$ cat src/hw/rtl/smbrx_pkg.sv
// smbrx_pkg: shared types and constants for the SMBus receive-byte master.
// No dependencies.
`timescale 1ns / 1ps

package smbrx_pkg;

    localparam int TICKS_PER_FRAME = 80;
    localparam int TICK_W          = 7;
    localparam int SLOT_W          = 5;
    localparam int ADDR_W          = 7;
    localparam int BYTE_W          = 8;

    localparam logic [TICK_W-1:0] LAST_TICK = TICK_W'(TICKS_PER_FRAME - 1);

    // slot map of one frame (4 ticks per slot)
    localparam logic [SLOT_W-1:0] SLOT_START      = 5'd0;
    localparam logic [SLOT_W-1:0] SLOT_ADDR_FIRST = 5'd1;
    localparam logic [SLOT_W-1:0] SLOT_ADDR_LAST  = 5'd7;
    localparam logic [SLOT_W-1:0] SLOT_DATA_FIRST = 5'd10;
    localparam logic [SLOT_W-1:0] SLOT_DATA_LAST  = 5'd17;
    localparam logic [SLOT_W-1:0] SLOT_STOP       = 5'd19;

    // request codes
    localparam logic REQ_START = 1'b0;
    localparam logic REQ_TICK  = 1'b1;

    typedef struct packed {
        logic req_type;
        logic sda_in_first;
        logic sda_in_second;
    } t_in_item;

    typedef struct packed {
        logic                     scl_level;
        logic                     sda_level;
        logic                     busy_res;
        logic                     frame_done;
        logic signed [BYTE_W-1:0] reading_first;
        logic signed [BYTE_W-1:0] reading_second;
    } t_out_item;

endpackage

$ cat src/hw/rtl/smbrx_frame.sv
// smbrx_frame: frame tick counter, SCL/SDA generation and data capture.
// Depends on smbrx_pkg.
`timescale 1ns / 1ps

module smbrx_frame (
    input  logic                             i_clk,
    input  logic                             i_rst_n,
    input  logic                             i_en,
    input  smbrx_pkg::t_in_item              i_item,
    input  logic [smbrx_pkg::ADDR_W-1:0]     i_dev_addr,
    output smbrx_pkg::t_out_item             o_result
);

    logic [smbrx_pkg::TICK_W-1:0] r_tick, n_tick;
    logic                         r_active, n_active;
    logic [smbrx_pkg::BYTE_W-1:0] r_shift_first, n_shift_first;
    logic [smbrx_pkg::BYTE_W-1:0] r_shift_second, n_shift_second;

    logic [smbrx_pkg::SLOT_W-1:0] slot;
    logic                         scl;
    logic                         sda;
    logic                         sda_slot;
    logic                         data_slot;
    logic                         done;
    logic [2:0]                   addr_bit;
    logic [2:0]                   data_bit;

    assign slot      = r_tick[smbrx_pkg::TICK_W-1:2];
    assign addr_bit  = 3'(smbrx_pkg::SLOT_ADDR_LAST - slot);
    assign data_bit  = 3'(smbrx_pkg::SLOT_DATA_LAST - slot);
    assign data_slot = (slot >= smbrx_pkg::SLOT_DATA_FIRST) &&
                       (slot <= smbrx_pkg::SLOT_DATA_LAST);
    assign done      = (r_tick >= smbrx_pkg::LAST_TICK);

    always_comb begin
        if (slot == smbrx_pkg::SLOT_START || slot == smbrx_pkg::SLOT_STOP) begin
            sda_slot = 1'b0;
        end else if (slot >= smbrx_pkg::SLOT_ADDR_FIRST &&
                     slot <= smbrx_pkg::SLOT_ADDR_LAST) begin
            sda_slot = i_dev_addr[addr_bit];
        end else begin
            sda_slot = 1'b1;
        end
    end

    // low, high, high, low within a slot; held high at frame edges
    assign scl = (r_tick[1] ^ r_tick[0])
               | (r_tick < 7'd3)
               | (r_tick >= smbrx_pkg::LAST_TICK - 7'd2);
    assign sda = sda_slot
               | (r_tick < 7'd2)
               | (r_tick >= smbrx_pkg::LAST_TICK - 7'd1);

    always_comb begin
        n_tick         = r_tick;
        n_active       = r_active;
        n_shift_first  = r_shift_first;
        n_shift_second = r_shift_second;
        o_result       = '0;
        o_result.scl_level = 1'b1;
        o_result.sda_level = 1'b1;
        if (i_item.req_type == smbrx_pkg::REQ_START) begin
            n_tick            = '0;
            n_active          = 1'b1;
            n_shift_first     = '0;
            n_shift_second    = '0;
            o_result.busy_res = 1'b1;
        end else if (r_active) begin
            if (scl && data_slot) begin
                n_shift_first[data_bit]  = i_item.sda_in_first;
                n_shift_second[data_bit] = i_item.sda_in_second;
            end
            o_result.scl_level = scl;
            o_result.sda_level = sda;
            o_result.busy_res  = 1'b1;
            if (done) begin
                n_tick                  = '0;
                n_active                = 1'b0;
                o_result.frame_done     = 1'b1;
                o_result.reading_first  = n_shift_first;
                o_result.reading_second = n_shift_second;
            end else begin
                n_tick = r_tick + 7'd1;
            end
        end
    end

    always_ff @(posedge i_clk) begin
        if (!i_rst_n) begin
            r_tick         <= '0;
            r_active       <= 1'b0;
            r_shift_first  <= '0;
            r_shift_second <= '0;
        end else if (i_en) begin
            r_tick         <= n_tick;
            r_active       <= n_active;
            r_shift_first  <= n_shift_first;
            r_shift_second <= n_shift_second;
        end
    end

    a_tick_range: assert property (@(posedge i_clk) disable iff (!i_rst_n)
        r_tick <= smbrx_pkg::LAST_TICK)
        else $error("tick count beyond frame end");

    a_idle_tick_zero: assert property (@(posedge i_clk) disable iff (!i_rst_n)
        !r_active |-> r_tick == '0)
        else $error("tick count nonzero while idle");

endmodule

$ cat src/hw/rtl/smbus_receive_byte_master_unit.sv
// smbus_receive_byte_master_unit: top level of the SMBus receive-byte master.
// Depends on smbrx_pkg and smbrx_frame.
`timescale 1ns / 1ps

//  channel | direction | payload      | handshake
//  --------+-----------+--------------+------------------------------
//  in      | into unit | t_in_item    | i_in_valid / o_in_stall
//  out     | from unit | t_out_item   | o_out_valid / i_out_stall
//  cfg     | into unit | device addr  | i_cfg_we / i_cfg_wdata
//
//  The frame logic works from the item and the frame state in one pass,
//  and the result lands in the output register.
//  A new item is taken every cycle while the output register is empty or is
//  being drained in the same cycle; i_out_stall alone holds the input off.
//  Reset (synchronous, active low) idles the frame, clears the captured bytes
//  and the device address, and empties the output register.

module smbus_receive_byte_master_unit (
    input  logic                         i_clk,
    input  logic                         i_rst_n,

    input  logic                         i_in_valid,
    output logic                         o_in_stall,
    input  smbrx_pkg::t_in_item          i_in,

    output logic                         o_out_valid,
    input  logic                         i_out_stall,
    output smbrx_pkg::t_out_item         o_out,

    input  logic                         i_cfg_we,
    input  logic [smbrx_pkg::ADDR_W-1:0] i_cfg_wdata
);

    logic [smbrx_pkg::ADDR_W-1:0] r_dev_addr;
    logic                         r_out_valid;
    smbrx_pkg::t_out_item         r_out;

    smbrx_pkg::t_out_item         frame_result;
    logic                         in_accept;
    logic                         out_accept;

    // output register drains and refills in the same cycle
    assign o_in_stall  = r_out_valid & i_out_stall;
    assign in_accept   = i_in_valid & ~o_in_stall;
    assign out_accept  = r_out_valid & ~i_out_stall;
    assign o_out_valid = r_out_valid;
    assign o_out       = r_out;

    smbrx_frame u_frame (
        .i_clk      (i_clk),
        .i_rst_n    (i_rst_n),
        .i_en       (in_accept),
        .i_item     (i_in),
        .i_dev_addr (r_dev_addr),
        .o_result   (frame_result)
    );

    always_ff @(posedge i_clk) begin
        if (!i_rst_n) begin
            r_dev_addr  <= '0;
            r_out_valid <= 1'b0;
        end else begin
            if (i_cfg_we) begin
                r_dev_addr <= i_cfg_wdata;
            end
            if (in_accept) begin
                r_out_valid <= 1'b1;
            end else if (out_accept) begin
                r_out_valid <= 1'b0;
            end
        end
    end

    // result payload, no reset needed
    always_ff @(posedge i_clk) begin
        if (in_accept) begin
            r_out <= frame_result;
        end
    end

    a_accept_gives_result: assert property (@(posedge i_clk) disable iff (!i_rst_n)
        in_accept |=> o_out_valid)
        else $error("accepted item produced no result");

    a_done_implies_busy: assert property (@(posedge i_clk) disable iff (!i_rst_n)
        o_out_valid && o_out.frame_done |-> o_out.busy_res && o_out.scl_level)
        else $error("frame done without busy or with SCL low");

endmodule
$ cat config.mk
export PLATFORM = sky130hd
export DESIGN_NAME = smbus_receive_byte_master_unit
export DESIGN_NICKNAME = d
export VERILOG_FILES = /design/src/hw/rtl/smbrx_pkg.sv /design/src/hw/rtl/smbrx_frame.sv /design/src/hw/rtl/smbus_receive_byte_master_unit.sv
export SDC_FILE = /design/constraint.sdc
export NUM_CORES = 1
export LEC_CHECK = 0
export BUFFER_PORTS_ARGS = -buffer_cell sky130_fd_sc_hd__buf_2
export CORE_MARGIN = 2
export CORE_UTILIZATION = 35
export CTS_CLUSTER_SIZE = 24
export DETAILED_ROUTE_END_ITERATION = 8
export PLACE_DENSITY_LB_ADDON = 0.2
export SYNTH_ARGS = -nofsm -noshare
export SYNTH_HDL_FRONTEND = slang
export SYNTH_SLANG_ARGS = --single-unit
$ cat constraint.sdc
create_clock -name i_clk -period 4 [get_ports i_clk]
set_clock_uncertainty 0.2 [all_clocks]
set_input_delay 0.2 -clock i_clk [delete_from_list [all_inputs] [get_ports i_clk]]
set_output_delay 0.2 -clock i_clk [all_outputs]
set_load 0.02 [all_outputs]
---- Yosys cells after proc, flatten, opt, wreduce, memory -nomap -nowiden ----
Index checks and enable logic that the tools add are counted.
word-level totals
  output and inout bits ................... 22
  logic and storage cells ................. 73
  bits in registers ....................... 52
  input bits .............................. 15
operators by class
  multiplexer cells ....................... 24
  bitwise logic cells ..................... 10
  order comparisons ....................... 12
  equal/unequal tests ..................... 2
  reductions and logical operators ........ 10
  $add $sub $neg .......................... 3
operators by type and width
  operator             count
  $mux 8               6
  $ge 7x7->1 const B   3
  $mux 7               3
  $mux 18              1
  $mux 17              1
  $bwmux 8             2
  $lt 7x2->1 const B   2
  $mux 1               9
  $lt 3x4->1 const B   2
  $add 7x1->7 const B  1
  $eq 5x5->1 const B   1
  $ge 5x1->1 const B   1
  $ge 5x4->1 const B   1
  $le 5x3->1 const B   1
  $le 5x5->1 const B   1
  $logic_not 5->1      1
  $logic_and 1x1->1    4
  $or 1x1->1           4
  $reduce_and 2->1     2
  $and 1x1->1          3
  $bmux 1 s3           1
  $demux 1 s3          1
  $ge 3x1->1 const B   1
  $reduce_and 3->1     1
  7 further kinds      8

---- Longest topological paths before layout ----
  word-level depth ........................ 9
  depth in mapped cells ................... 6
  depth with buffers taken out ............ 6

---- Modules after synthesis ----
From an unflattened synthesis, not the netlist that was laid out.
unflattened totals
  cell total of the unflattened synthesis .. 220
  area, all modules ....................... 2466.1 um2
modules (own cells, without submodules)
  module                          area an instance (um2)  instances  cells each  sequential area each (um2)
  smbrx_frame                     1560.2                  1          174         480.5
  smbus_receive_byte_master_unit  905.9                   1          46          760.7

---- Worst setup path before layout ----
OpenSTA, ideal clock, no wires.
  path type ............................... flip-flop to flip-flop
  start point ............................. register r_out_valid, in the netlist o_out_valid
  end point ............................... register u_frame.r_shift_first[7] (netlist name)
  setup time .............................. 122 ps
  slack ................................... 1894 ps
  data required time ...................... 3678 ps
  path buffers ............................ 1
  data arrival time ....................... 1783 ps
  clock period less this slack ............ 2106 ps
  cell stages (with the launch flop) ...... 7
  cell sequence ........................... dfxtp_1 a21bo_2 buf_2 inv_1 nand2_1 a22o_1 o2bb2ai_1
between the ends
  word-level cells in the longest chain between the ends .. 4
ends and longest elaborated chain
  element                            line                                  source
  from (decl)                        smbus_receive_byte_master_unit.sv:35  logic r_out_valid;
  from (signal assigned)             smbus_receive_byte_master_unit.sv:61  r_out_valid <= 1'b0;
  from (signal assigned)             smbus_receive_byte_master_unit.sv:67  r_out_valid <= 1'b1;
  from (signal assigned)             smbus_receive_byte_master_unit.sv:69  r_out_valid <= 1'b0;
  $and 1x1->1                        smbus_receive_byte_master_unit.sv:43  assign o_in_stall = r_out_valid & i_out_stall;
  $not 1->1                          smbus_receive_byte_master_unit.sv:44  assign in_accept = i_in_valid & ~o_in_stall;
  $and 1x1->1                        smbus_receive_byte_master_unit.sv:44
  named net in_accept                smbus_receive_byte_master_unit.sv:39  logic in_accept;
  $reduce_and 2->1 (no source line)  n/a
  to (signal assigned)               smbrx_frame.sv:97                     r_shift_first <= n_shift_first;
  to (decl)                          smbrx_frame.sv:16                     logic [smbrx_pkg::BYTE_W-1:0] r_shift_first, n_shift_first;
The timed path passes the listed nets, and every way through them passes these cells.
A chain may end at the register's enable or synchronous reset.

---- Final worst setup path ----
  start point ............................. register u_frame.r_tick[1] (netlist name)
  end point ............................... register r_out, in the netlist o_out[9] (data pin)
between the ends
  word-level cells in the longest chain between the ends .. 5
  elaborated cells on any way between the ends .. 9
  those cells by class .................... 3 x order compare; 1 x mux; 3 x bitwise; 2 x reduce/logical
ends and longest elaborated chain
  element                                           line                                  source
  from (decl)                                       smbrx_frame.sv:14                     logic [smbrx_pkg::TICK_W-1:0] r_tick, n_tick;
  from (signal assigned)                            smbrx_frame.sv:95                     r_tick <= n_tick;
  $lt 7x2->1 / $xor 1x1->1 (equally long branches)  smbrx_frame.sv:48, smbrx_frame.sv:47
  $or 1x1->1                                        smbrx_frame.sv:48                     | (r_tick < 7'd3)
  $or 1x1->1                                        smbrx_frame.sv:49                     | (r_tick >= smbrx_pkg::LAST_TICK - 7'd2);
  $logic_and 1x1->1                                 smbrx_frame.sv:69                     if (scl && data_slot) begin
  $mux 8                                            smbrx_frame.sv:69
  to (signal assigned)                              smbus_receive_byte_master_unit.sv:77  r_out <= frame_result;
  to (decl)                                         smbus_receive_byte_master_unit.sv:36  smbrx_pkg::t_out_item r_out;
Parallel ways exist; a longest one is shown, timed or not.

==> flow_summary.json <==
{
  "gpl.final_weighted_congestion": 0.8122,
  "syn_inst_count": 245,
  "synth_seq_area_share_pct": 51.67,
  "number_of_synthesized_flops_with_an_enable_pin": 20,
  "arrival_ns": 2.40,
  "count_of_buffers_from_port_buffering": 36,
  "post-route-worst-setup-slack_ns": 1.528,
  "post_route_cells_drive_above_1_share_pct": 18.40,
  "power.share.combinational_pct": 9.3,
  "power_switching_share_pct": 24.18,
  "worst_path_max_delay_cell": "sky130_fd_sc_hd__nand4_1",
  "synth_nets": 263,
  "area_of_the_die_sq_um": 7542,
  "fin_crit_ns": 2.472,
  "status": "finished clean",
  "post-route-drc-count": 0,
  "synth.top_cell.area_share_pct": 26.67,
  "syn_area_sq_um": 2402,
  "tns_ns": 0,
  "layout.nets": 305,
  "die_x_um": 86.85,
  "drt.antenna.violating_nets": 0,
  "synth.lib_cells_used.distinct": 42,
  "netlist.top_cell.by_area": "sky130_fd_sc_hd__dfxtp_1",
  "ctsRootBufferMaster": "sky130_fd_sc_hd__clkbuf_8",
  "worstPathCellList": "ha_1 -> a21oi_1 -> o21ai_0 -> nand4_1 -> a21oi_1",
  "power.net_switching_mw": 0.2306,
  "max_freq_mhz": 404.5,
  "power_density_nw_per_um2": 337.7,
  "floorplan.core_area_sq_um": 6719,
  "grt_pass1_wl_mm": 8.569,
  "detailed_place_hpwl_mm": 3.554,
  "clock-sinks": 52,
  "ys.flop_type": "sky130_fd_sc_hd__dfxtp_1",
  "grt_pass1_vias": 1802,
  "fin_crit_sh_pct": 61.80,
  "cts_resized": 0,
  "antenna_found_initial": 0,
  "vdd_drop_max_mv": 0.1855,
  "critical_path_required_ns": 3.93,
  "cp_slowest_stage_delay_ns": 0.66,
  "hp-class": "primary input to flip-flop",
  "clockPowerShare_pct": 30.9,
  "postSynthRegisterBits": 52,
  "place_worst_setup_slack_ns": 1.541,
  "fin_total_pwr_mw": 0.9536,
  "cts_max_path_buffers": 2,
  "yosys_warnings": 0,
  "leading_cell_type_by_number_of_instances_after_synthesis": "sky130_fd_sc_hd__nand2_1",
  "y_dimension_of_the_die_um": 86.85,
  "dr.pass1.iters": 4,
  "cp_common_cell": "sky130_fd_sc_hd__a21oi_1",
  "leakage_power_nw": 0.9585,
  "core.rowCount": 30,
  "ys_async_sr_fraction_pct": 0,
  "starting_density_pct": 35.75,
  "post_drt_wl_per_cell_um": 14.12,
  "grt_overflow_total": 0,
  "post-place-cells": 349,
  "cts_tree": "yes",
  "cts-buffers-inserted": 5,
  "grt_setup_unrepaired": "false",
  "syn-mean-instance-area_sq_um": 9.805,
  "clk_latency_ns": 0.31,
  "finalWirelength_mm": 5.195,
  "final_hold_viol_count": 0,
  "drt-initial-drc-count": 69,
  "n_antenna_cell": 0,
  "drt-vias-per-instance": 5.201,
  "clk_pin_slew_worst_paths_ns": 0.09,
  "route.vias.total": 1914,
  "synthTopCellsByArea": "sky130_fd_sc_hd__dfxtp_1 (27%), sky130_fd_sc_hd__edfxtp_1 (25%), sky130_fd_sc_hd__nand2_1 (6.9%), sky130_fd_sc_hd__o2bb2ai_1 (5.8%), sky130_fd_sc_hd__a21oi_1 (4.2%)",
  "ctsHtreeMaxLevel": 2,
  "p_int_mw": 0.7231,
  "crit_buf_inv": 0,
  "final_max_slew_viol_count": 0,
  "areaGrowthSynthToFinish_pct": 17.55,
  "worst_path_dominant_cell_family": "compound AO/OA/AOI/OAI gates",
  "timing.final.setup_violations": 0,
  "power.share.sequential_pct": 59.9,
  "start_kind": "flip-flop",
  "cp_max_fo": 17,
  "grt_start_max_net_pins": 26,
  "tightest_slew_ns": 0.7859,
  "timing.critical_path.to_type": "flip-flop",
  "yosys-top-cells-count": "sky130_fd_sc_hd__nand2_1 (44), sky130_fd_sc_hd__dfxtp_1 (32), sky130_fd_sc_hd__a21oi_1 (20), sky130_fd_sc_hd__edfxtp_1 (20), sky130_fd_sc_hd__nor2_1 (17)",
  "final-instance-count-excl-fill": 368,
  "num_io_pins": 37,
  "grtUsageTotal_pct": 14.46,
  "maxCapViolCount": 0,
  "setup.worst_path.class": "flip-flop to flip-flop",
  "slew_headroom_pct": 47.45
}
power groups by stage:
stage,Clock [mW],Combinational [mW],Sequential [mW]
after floorplan,0,0.0406,0.595
after global placement,0,0.0800,0.583
after detailed placement,0,0.0807,0.583
after CTS,0.308,0.0886,0.571
after global routing,0.322,0.0964,0.573
final,0.294,0.0884,0.571
state kept, by name, summed over array words and instances (netlist names):
name / count
o_out_valid: 1
u_frame.r_active: 1
u_frame.r_tick: 7
u_frame.r_shift_first: 8
o_out: 20
u_frame.r_shift_second: 8
r_dev_addr: 7
layer usage:
layer	vias to the layer above	part of all wire, %	GRT usage [%]
li1	973	-	-
met1	897	47	18.96
met2	39	48	23.80
met3	5	3.9	3.238
met4	0	1.2	4.261
met5	-	0	0
layout by cell type, fill, tap and decap left out, drive strengths merged, types with 2 or more instances in the layout:
master and n:
nand2 44, buf 37, dfxtp 32, a21oi 20, edfxtp 20, nor2 17, o2bb2ai 16, o21ai 12
dlygate4sd3 11, mux2i 8, nand3 8, inv 7, nor3 7, clkbuf 6, and2 4, nor2b 3
nand4 3, ha 3, or3 3, o21a 2, a31oi 2, mux4 2, a31o 2, xor2 2
xnor2 2, nor4b 2
area by class of cell:
class                           count  area [sq um]
Clock buffer                        6         72.57
Clock inverter                      2         16.27
Fill cell                         646          3895
Inverter                            7         26.28
Multi-Input combinational cell    173          1070
Sequential cell                    52          1241
Tap cell                           80         100.1
Timing Repair Buffer               48         297.8
cell families (layout without fill, tap and decap cells):
family,Yosys count,after routing,share of synthesized area (%)
compound gates,60,60,16.56
xor+xnor,4,4,1.459
fa+ha+maj,3,3,1.563
buf+inv,20,63,3.802
flops,52,52,51.67
mux,10,10,5.208
simple gates,96,96,19.74
through the flow:
step | utilization (%) | instance area, sq um | hold WS [ns]
global route | 42.03 | 2824 | 0.1151
finish | 42.03 | 2824 | 0.1089
detailed placement | 39.07 | 2625 | 0.2225
floorplan | - | 2402 | 0.1176
global placement | 39.07 | 2625 | 0.2206
CTS | 42.03 | 2824 | 0.1009
worst reg2reg max path, delay by kind of cell (launching register included):
| family | cells | cell delay [ns] |
|---|---|---|
| flip-flops | 1 | 0.51 |
| AO/OA/AOI/OAI | 3 | 0.67 |
| adder cells (fa/ha/maj) | 1 | 0.27 |
| AND/OR/NAND/NOR | 1 | 0.66 |
path summary, 6_finish.rpt:
kind,start,to,cells past startpoint,slack (ns)
max,u_frame.r_tick[1]$_SDFFE_PN0P_,o_out[9]$_SDFFCE_PN0P_,5,1.53
min,i_cfg_we,r_dev_addr[5]$_SDFFE_PN0P_,3,0.11
max reg2reg,u_frame.r_tick[1]$_SDFFE_PN0P_,o_out[9]$_SDFFCE_PN0P_,5,1.53
min reg2reg,u_frame.r_shift_second[1]$_SDFFE_PN0P_,u_frame.r_shift_second[1]$_SDFFE_PN0P_,1,0.27
timing repair:
action / CTS / global route
endpoints found under the setup margin: 0 / 0
hold endpoints to repair: 10 / 0
hold buffers: 11 / 0
setup buffers: 0 / 0
No activity file was read; power rests on OpenSTA's default activity.
